**config.mk**
```make
export PLATFORM = sky130hd
export DESIGN_NAME = modbus_rtu_response_deframer
export DESIGN_NICKNAME = d
export VERILOG_FILES = /design/src/hdl/mrtu_pkg.sv /design/src/hdl/modbus_rtu_response_deframer.sv /design/src/hdl/mrtu_frame_step.sv
export VERILOG_INCLUDE_DIRS = /design/src /design/src/hdl
export SDC_FILE = /design/constraint.sdc
export NUM_CORES = 1
export LEC_CHECK = 0
export BUFFER_PORTS_ARGS = -buffer_cell sky130_fd_sc_hd__clkbuf_2
export CELL_PAD_IN_SITES_DETAIL_PLACEMENT = 0
export CELL_PAD_IN_SITES_GLOBAL_PLACEMENT = 1
export CORE_MARGIN = 3
export CORE_UTILIZATION = 30
export DETAILED_ROUTE_END_ITERATION = 16
export PLACE_DENSITY = 0.57
export SYNTH_ARGS = -nofsm -noshare
export SYNTH_HDL_FRONTEND = slang
export SYNTH_SLANG_ARGS = --single-unit
```
**constraint.sdc**
```tcl
create_clock -name clk -period 7.1 [get_ports clk]
set_input_delay 0 -clock clk [delete_from_list [all_inputs] [get_ports clk]]
set_output_delay 0 -clock clk [all_outputs]
set_load 0.005 [all_outputs]
```
**src/hdl/modbus_rtu_response_deframer_macros.svh**
```systemverilog
// ---------------------------------------------------------------------------
// Modbus RTU reply deframer: assertion macros
// Shared concurrent assertion forms, clocked on clk, disabled in reset.
// ---------------------------------------------------------------------------
`ifndef MODBUS_RTU_RESPONSE_DEFRAMER_MACROS_SVH
`define MODBUS_RTU_RESPONSE_DEFRAMER_MACROS_SVH

// Same-cycle implication
`define MRTU_ASSERT_IMPLY(label, ante, cons) \
	label: assert property (@(posedge clk) disable iff (!arst_n) (ante) |-> (cons)) \
		else $error("%m: implication check failed");

// Next-cycle implication
`define MRTU_ASSERT_NEXT(label, ante, cons) \
	label: assert property (@(posedge clk) disable iff (!arst_n) (ante) |=> (cons)) \
		else $error("%m: next-cycle check failed");

`endif

```
**src/hdl/mrtu_pkg.sv**
```systemverilog
// ---------------------------------------------------------------------------
// Modbus RTU reply deframer package
// Types, codes and the CRC-16/MODBUS byte update shared by the deframer.
// ---------------------------------------------------------------------------
`default_nettype none

package mrtu_pkg;

	// Frame parser phase
	typedef enum logic [2:0] {
		PH_ADDR  = 3'd0,
		PH_FUNC  = 3'd1,
		PH_COUNT = 3'd2,
		PH_EXC   = 3'd3,
		PH_DATA  = 3'd4,
		PH_CRC   = 3'd5
	} phase_t;

	// End-of-frame status codes
	typedef enum logic [2:0] {
		ST_OK        = 3'd0,
		ST_CRC       = 3'd1,
		ST_ILLEGAL   = 3'd2,
		ST_COUNT     = 3'd3,
		ST_EXCEPTION = 3'd4,
		ST_TIMEOUT   = 3'd5
	} status_t;

	// Input operation codes
	localparam logic OP_BYTE    = 1'b0;
	localparam logic OP_TIMEOUT = 1'b1;

	// Result kinds
	localparam logic KIND_ECHO = 1'b0;
	localparam logic KIND_END  = 1'b1;

	// Supported function codes
	localparam logic [7:0] FC_READ_COILS      = 8'd1;
	localparam logic [7:0] FC_READ_DISCRETE   = 8'd2;
	localparam logic [7:0] FC_READ_HOLDING    = 8'd3;
	localparam logic [7:0] FC_READ_INPUT      = 8'd4;
	localparam logic [7:0] FC_WRITE_COIL      = 8'd5;
	localparam logic [7:0] FC_WRITE_REG       = 8'd6;
	localparam logic [7:0] FC_READ_EXC_STATUS = 8'd7;
	localparam logic [7:0] FC_WRITE_COILS     = 8'd15;
	localparam logic [7:0] FC_WRITE_REGS      = 8'd16;
	localparam logic [7:0] FC_REPORT_ID       = 8'd17;

	localparam logic [15:0] CRC_INIT = 16'hFFFF;
	localparam logic [15:0] CRC_POLY = 16'hA001;
	localparam logic [7:0]  MAX_COUNT_RESET = 8'd253;
	localparam logic [8:0]  LEN_SAT = 9'h1FF;

	// Per-frame parser state
	typedef struct packed {
		phase_t      phase;
		logic [7:0]  bytes_left;
		logic [15:0] crc;
		logic [7:0]  addr;
		logic [8:0]  len;
	} frame_state_t;

	localparam frame_state_t FRAME_CLEAR = '{
		phase:      PH_ADDR,
		bytes_left: 8'd0,
		crc:        CRC_INIT,
		addr:       8'd0,
		len:        9'd0
	};

	// One result item
	typedef struct packed {
		logic        kind;
		logic [7:0]  pdu_byte;
		status_t     status;
		logic [7:0]  slave_addr;
		logic [7:0]  exception_code;
		logic [8:0]  pdu_length;
	} result_t;

	// CRC-16/MODBUS, one byte, reflected
	function automatic logic [15:0] crc16_byte(input logic [15:0] crc_in,
			input logic [7:0] data);
		logic [15:0] c;
		c = crc_in ^ {8'd0, data};
		for (int k = 0; k < 8; k++) begin
			if (c[0]) begin
				c = (c >> 1) ^ CRC_POLY;
			end else begin
				c = c >> 1;
			end
		end
		return c;
	endfunction

endpackage

`default_nettype wire

```
**src/hdl/modbus_rtu_response_deframer.sv**
```systemverilog
// ---------------------------------------------------------------------------
// Modbus RTU reply deframer
// Parses reply frames, checks CRC-16/MODBUS, echoes PDU bytes, reports status.
// ---------------------------------------------------------------------------
// One byte or timeout event is taken every clock cycle while in_stall is low;
// each item passes from the input register through the combinational CRC
// byte update and phase decode, and any result it makes waits in the result
// register while out_stall is high; the input side stalls only when that
// register is full and not being taken. max_byte_count is written through
// cfg_wr_en and cfg_wr_data; the user must write it only while the block is
// idle, as the block itself does not enforce this. It resets to 253.
`default_nettype none

`include "modbus_rtu_response_deframer_macros.svh"

module modbus_rtu_response_deframer
	import mrtu_pkg::*;
(
	input  logic       clk,
	input  logic       arst_n,
	// configuration
	input  logic       cfg_wr_en,
	input  logic [7:0] cfg_wr_data,
	// input channel
	input  logic       in_valid,
	output logic       in_stall,
	input  logic       op,
	input  logic [7:0] rx_byte,
	// result channel
	output logic       out_valid,
	input  logic       out_stall,
	output logic       kind,
	output logic [7:0] pdu_byte,
	output logic [2:0] status,
	output logic [7:0] slave_addr,
	output logic [7:0] exception_code,
	output logic [8:0] pdu_length
);

	logic         valid_s1;
	logic         op_s1;
	logic [7:0]   byte_s1;
	logic [7:0]   max_count_q;
	frame_state_t state_q;
	frame_state_t state_next;
	logic         res_valid;
	result_t      res;
	logic         out_valid_q;
	result_t      res_q;
	logic         out_free;
	logic         advance;
	logic         end_taken;
	logic         frame_idle;
	logic         echo_out;
	logic         echo_fields_zero;
	logic         len_shown;
	logic         end_ok;

	assign out_free = !out_valid_q || !out_stall;
	assign advance  = valid_s1 && out_free;
	assign in_stall = valid_s1 && !out_free;

	// Configuration register
	always_ff @(posedge clk or negedge arst_n) begin
		if (!arst_n) begin
			max_count_q <= MAX_COUNT_RESET;
		end else if (cfg_wr_en) begin
			max_count_q <= cfg_wr_data;
		end
	end

	// Input register
	always_ff @(posedge clk or negedge arst_n) begin
		if (!arst_n) begin
			valid_s1 <= 1'b0;
		end else if (!in_stall) begin
			valid_s1 <= in_valid;
		end
	end

	always_ff @(posedge clk) begin
		if (in_valid && !in_stall) begin
			op_s1   <= op;
			byte_s1 <= rx_byte;
		end
	end

	mrtu_frame_step u_step (
		.state          (state_q),
		.op             (op_s1),
		.rx_byte        (byte_s1),
		.max_byte_count (max_count_q),
		.next_state     (state_next),
		.res_valid      (res_valid),
		.res            (res)
	);

	// Frame state
	always_ff @(posedge clk or negedge arst_n) begin
		if (!arst_n) begin
			state_q <= FRAME_CLEAR;
		end else if (advance) begin
			state_q <= state_next;
		end
	end

	// Result register
	always_ff @(posedge clk or negedge arst_n) begin
		if (!arst_n) begin
			out_valid_q <= 1'b0;
		end else if (out_free) begin
			out_valid_q <= advance && res_valid;
		end
	end

	always_ff @(posedge clk) begin
		if (advance && res_valid) begin
			res_q <= res;
		end
	end

	assign out_valid      = out_valid_q;
	assign kind           = res_q.kind;
	assign pdu_byte       = res_q.pdu_byte;
	assign status         = res_q.status;
	assign slave_addr     = res_q.slave_addr;
	assign exception_code = res_q.exception_code;
	assign pdu_length     = res_q.pdu_length;

	// Check terms
	assign end_taken  = advance && res_valid && res.kind == KIND_END;
	assign frame_idle = state_q.phase == PH_ADDR && state_q.crc == CRC_INIT
		&& state_q.len == 9'd0;
	assign echo_out   = out_valid_q && res_q.kind == KIND_ECHO;
	assign echo_fields_zero = res_q.status == ST_OK && res_q.slave_addr == 8'd0
		&& res_q.exception_code == 8'd0;
	assign len_shown  = out_valid_q && res_q.pdu_length != 9'd0;
	assign end_ok     = res_q.kind == KIND_END && res_q.status == ST_OK;

	// Checks
	`MRTU_ASSERT_NEXT(a_end_clears_frame, end_taken, frame_idle)
	`MRTU_ASSERT_IMPLY(a_echo_fields_clear, echo_out, echo_fields_zero)
	`MRTU_ASSERT_IMPLY(a_length_only_ok, len_shown, end_ok)

endmodule

`default_nettype wire

```
**src/hdl/mrtu_frame_step.sv**
```systemverilog
// ---------------------------------------------------------------------------
// Modbus RTU frame step
// Next parser state and the result item for one received byte or timeout.
// ---------------------------------------------------------------------------
`default_nettype none

module mrtu_frame_step
	import mrtu_pkg::*;
(
	input  frame_state_t state,
	input  logic         op,
	input  logic [7:0]   rx_byte,
	input  logic [7:0]   max_byte_count,
	output frame_state_t next_state,
	output logic         res_valid,
	output result_t      res
);

	logic [15:0] crc_next;
	logic        func_known;
	logic [7:0]  func_len;
	logic        count_bad;

	assign crc_next  = crc16_byte(state.crc, rx_byte);
	assign count_bad = rx_byte > max_byte_count;

	// Function code decode: fixed tail length, or byte count when zero
	always_comb begin
		func_known = 1'b1;
		func_len   = 8'd0;
		case (rx_byte) inside
			FC_READ_COILS, FC_READ_DISCRETE, FC_READ_HOLDING, FC_READ_INPUT,
			FC_REPORT_ID: begin
				func_len = 8'd0;
			end
			FC_WRITE_COIL, FC_WRITE_REG, FC_WRITE_COILS, FC_WRITE_REGS: begin
				func_len = 8'd4;
			end
			FC_READ_EXC_STATUS: begin
				func_len = 8'd1;
			end
			default: begin
				func_known = 1'b0;
			end
		endcase
	end

	// Next state
	always_comb begin
		next_state     = state;
		next_state.crc = crc_next;
		if (op == OP_TIMEOUT) begin
			next_state = FRAME_CLEAR;
		end else begin
			case (state.phase)
				PH_FUNC: begin
					if (rx_byte[7]) begin
						next_state.phase = PH_EXC;
					end else if (!func_known) begin
						next_state = FRAME_CLEAR;
					end else if (func_len == 8'd0) begin
						next_state.phase = PH_COUNT;
					end else begin
						next_state.phase      = PH_DATA;
						next_state.bytes_left = func_len;
					end
				end
				PH_COUNT: begin
					if (count_bad) begin
						next_state = FRAME_CLEAR;
					end else if (rx_byte == 8'd0) begin
						next_state.phase      = PH_CRC;
						next_state.bytes_left = 8'd2;
					end else begin
						next_state.phase      = PH_DATA;
						next_state.bytes_left = rx_byte;
					end
				end
				PH_EXC: begin
					next_state = FRAME_CLEAR;
				end
				PH_DATA: begin
					if (state.bytes_left <= 8'd1) begin
						next_state.phase      = PH_CRC;
						next_state.bytes_left = 8'd2;
					end else begin
						next_state.bytes_left = state.bytes_left - 8'd1;
					end
				end
				PH_CRC: begin
					if (state.bytes_left > 8'd1) begin
						next_state.bytes_left = state.bytes_left - 8'd1;
					end else begin
						next_state = FRAME_CLEAR;
					end
				end
				default: begin
					// address phase, unused codes behave the same
					next_state.addr  = rx_byte;
					next_state.phase = PH_FUNC;
				end
			endcase
			// echoed bytes grow the PDU length
			if (res_valid && res.kind == KIND_ECHO && state.len != LEN_SAT) begin
				next_state.len = state.len + 9'd1;
			end
		end
	end

	// Result item
	always_comb begin
		res_valid          = 1'b0;
		res.kind           = KIND_ECHO;
		res.pdu_byte       = rx_byte;
		res.status         = ST_OK;
		res.slave_addr     = 8'd0;
		res.exception_code = 8'd0;
		res.pdu_length     = 9'd0;
		if (op == OP_TIMEOUT) begin
			res_valid      = 1'b1;
			res.kind       = KIND_END;
			res.pdu_byte   = 8'd0;
			res.status     = ST_TIMEOUT;
			res.slave_addr = state.addr;
		end else begin
			case (state.phase)
				PH_FUNC: begin
					res_valid = 1'b1;
					if (!rx_byte[7] && !func_known) begin
						res.kind       = KIND_END;
						res.pdu_byte   = 8'd0;
						res.status     = ST_ILLEGAL;
						res.slave_addr = state.addr;
					end
				end
				PH_COUNT: begin
					res_valid = 1'b1;
					if (count_bad) begin
						res.kind       = KIND_END;
						res.pdu_byte   = 8'd0;
						res.status     = ST_COUNT;
						res.slave_addr = state.addr;
					end
				end
				PH_EXC: begin
					res_valid          = 1'b1;
					res.kind           = KIND_END;
					res.pdu_byte       = 8'd0;
					res.status         = ST_EXCEPTION;
					res.slave_addr     = state.addr;
					res.exception_code = rx_byte;
				end
				PH_DATA: begin
					res_valid = 1'b1;
				end
				PH_CRC: begin
					// last CRC byte closes the frame; residue must be zero
					if (state.bytes_left <= 8'd1) begin
						res_valid      = 1'b1;
						res.kind       = KIND_END;
						res.pdu_byte   = 8'd0;
						res.slave_addr = state.addr;
						if (crc_next == 16'd0) begin
							res.status     = ST_OK;
							res.pdu_length = state.len;
						end else begin
							res.status = ST_CRC;
						end
					end
				end
				default: begin
					res_valid = 1'b0;
				end
			endcase
		end
	end

endmodule

`default_nettype wire

```
==> run metrics <==
status complete, no violations; Mapped Area roughly 0.0051 mm²; Slew Limit Headroom 24.23%; synth top area cells edfxtp_1, dfrtp_1, dfstp_2; Fill cells between 1500 and 2000; Post-Synth Simple-Gate Area a little over a fifth; Synth Instances 488; syn_area_per_cell 10.48 µm²; wl on met1 roughly 6300 µm; # Post-CTS Setup Buffers 0; synth warn 0; Post-CTS Hold Buffers 31; Synth top cells by count nand2_1, edfxtp_1, nor2_1; final hold viol count 0; post-route minimum period approximately 3.8 ns; post-DR vias/cell about 5; critical path type reg2reg; CTS root buffer clkbuf_16; H-tree levels 3; Clk pin slew, worst setup/hold paths around 0.07 ns; Std-Cell Rows 47; # DRC 0; met2 WL approximately 6000 µm; initial drt markers 229; largest family of logic cells by synthesized area simple AND/OR/NAND/NOR gates; Max Used Layer met4; total core area approximately 0.017 mm²; largest net degree at the start of global routing 55; max-cap violations 0; peak supply drop 0.1393 mV; CTS resizes 0; setup_tns 0 ns; routability cong. roughly 0.85; power density over cell area approximately 320 mW/mm²; ys flop type edfxtp_1; Yosys top cell area share 27.01%; share of layout cells above drive strength 1 21.66%; unrepaired setup endpoints after global routing no; CP endpoint kind flop; # diodes 0; EDFF count, synth 46; PortBufs 60; post-detailed-route wirelength per cell 16.32 µm; Final Cycle Share 53.80%; via count around 4000; Final setup viols 0; Congestion Overflow GR 0; startpoint types flop; mux share of post-synthesis cell area less than 1%; adder-cell share of the synthesized area between 3 and 4%; IO Count slightly above 60; f_max 261.8 MHz; worst hold path class in2reg; CTS tree done; vias in the first global route 3981; total wire length about 13000 µm; Antenna Violating Nets Remaining 0; initial antenna violation count 0; Synth Area in XOR/XNOR under 10%; Seq/Total Area, Yosys a little over half; worst skew pair latency between 0.3 and 0.4 ns; Slew @ Worst Pin 1.134 ns; Seq cells post-synth 100; asr flop ratio synth 54.00%; Worst Path Max Fanout 17; Slew Viols, Final 0; drt pass-1 iters 4; Critical Path AT 3.93 ns; Clock Skews approximately 0.0096 ns; Compound-Gate Fraction of Synth Area 13.77%; cell with the most instances after synthesis nand2_1; CP Data Required Time about 7 ns; final worst slack between 3 and 4 ns; Die Height roughly 140 µm; Clock Path Buffers 2; CTS Buf Count 9; Starting Density a little under a third; Die X between 100 and 150 µm; met3 wire len 604 µm; GRT Total Usage between 10% and 20%; detailed placement HPWL between 9000 and 10000 µm; post-synth cell types roughly 60; setup slack at placement roughly 3.3 ns; Area growth syn-to-layout 21.40%; post-synthesis net count 523; first-pass GRT wire length ~21000 µm; clk sinks 100; full die area ~0.019 mm²; Final nets 607; Synth area leader edfxtp_1; Leak roughly 0.0025 µW
==> flip-flops by register name, indices dropped and copies added (netlist names) <==
signal / count
op_s1: 1
out_valid: 1
state_q: 44
status: 3
valid_s1: 1
max_count_q: 8
exception_code: 8
byte_s1: 8
pdu_byte: 8
slave_addr: 8
pdu_length: 9
kind: 1
==> worst max-delay path: stages (launching register included) <==
cell,delay (ns)
edfxtp_1,0.63
ha_1,0.44
nand4_1,0.13
or2_2,0.30
and3_1,0.22
a221oi_4,0.63
and2_1,0.66
inv_2,0.30
and2_1,0.25
==> cell type report <==
class,count,area [µm²],area share (%)
clock inverter,7,52.55,0.8463
sequential,100,2761,44.47
timing repair buffer,95,640.6,10.32
inverter,22,82.58,1.330
multi-input combinational,344,2172,34.98
clock buffer,9,225.2,3.627
tap,220,275.3,4.433
==> metal layers <==
metal	global-route usage, %	up-vias
met5	0	-
met4	5.263	0
met3	2.831	14
met2	23.47	95
met1	20.00	1929
li1	-	1931
==> metrics by stage <==
step	cell area (µm²)	hold slack [ns]	utilization (%)	std cells	power [µW]
after global routing	6210	0.06918	37.31	797	2168
after global placement	5622	0.1866	33.78	750	1554
final	6210	0.02314	37.31	797	2017
after CTS	6210	0.01699	37.31	797	2046
after floorplan	5115	-0.2956	-	488	1353
after detailed placement	5622	0.1829	33.78	750	1556
==> cells by family after synthesis <==
family / after synthesis
AO/OA/AOI/OAI: 99
XOR/XNOR: 23
adder cells (fa/ha/maj): 13
buffers and inverters: 44
flip-flops: 100
multiplexers: 1
AND/OR/NAND/NOR: 208
==> final timing paths <==
kind	startpoint	end	cells past startpoint	slack, ns
setup / recovery	byte_s1[3]$_DFFE_PP_	slave_addr[2]$_DFFE_PP_	8	3.28
hold / removal	cfg_wr_en	max_count_q[1]$_DFFE_PN0P_	2	0.02
setup reg to reg	byte_s1[3]$_DFFE_PP_	slave_addr[2]$_DFFE_PP_	8	3.28
hold reg to reg	state_q[26]$_DFFE_PN1P_	state_q[18]$_DFFE_PN1P_	2	0.50
max in group asynchronous	arst_n	state_q[36]$_DFFE_PN0P_	3	6.29
min in group asynchronous	arst_n	state_q[1]$_DFFE_PN0P_	3	0.33
==> cells in the final DEF (no fill, tap or decap), types with 6 or more instances in the layout <==
cell type,n
xor2_1,8
and2_1,19
nand2b_1,14
nor4_1,13
nand3_1,10
inv_1,21
o21ai_0,27
a21oi_1,19
nand2_1,52
clkbuf_2,60
dfstp_2,23
a31oi_1,16
edfxtp_1,46
nor3_1,9
nand4_1,11
clkbuf_16,9
nor2_1,39
dlygate4sd3_1,31
and3_1,13
xnor2_1,15
ha_1,13
dfrtp_1,31
o221ai_2,6
nor2b_1,7
==> power breakdown <==
group          total, µW  internal (µW)  switching (µW)
clock                465            239             225
combinational        673            272             401
sequential           879            779            99.9
Power figures use the tool's default switching activity.
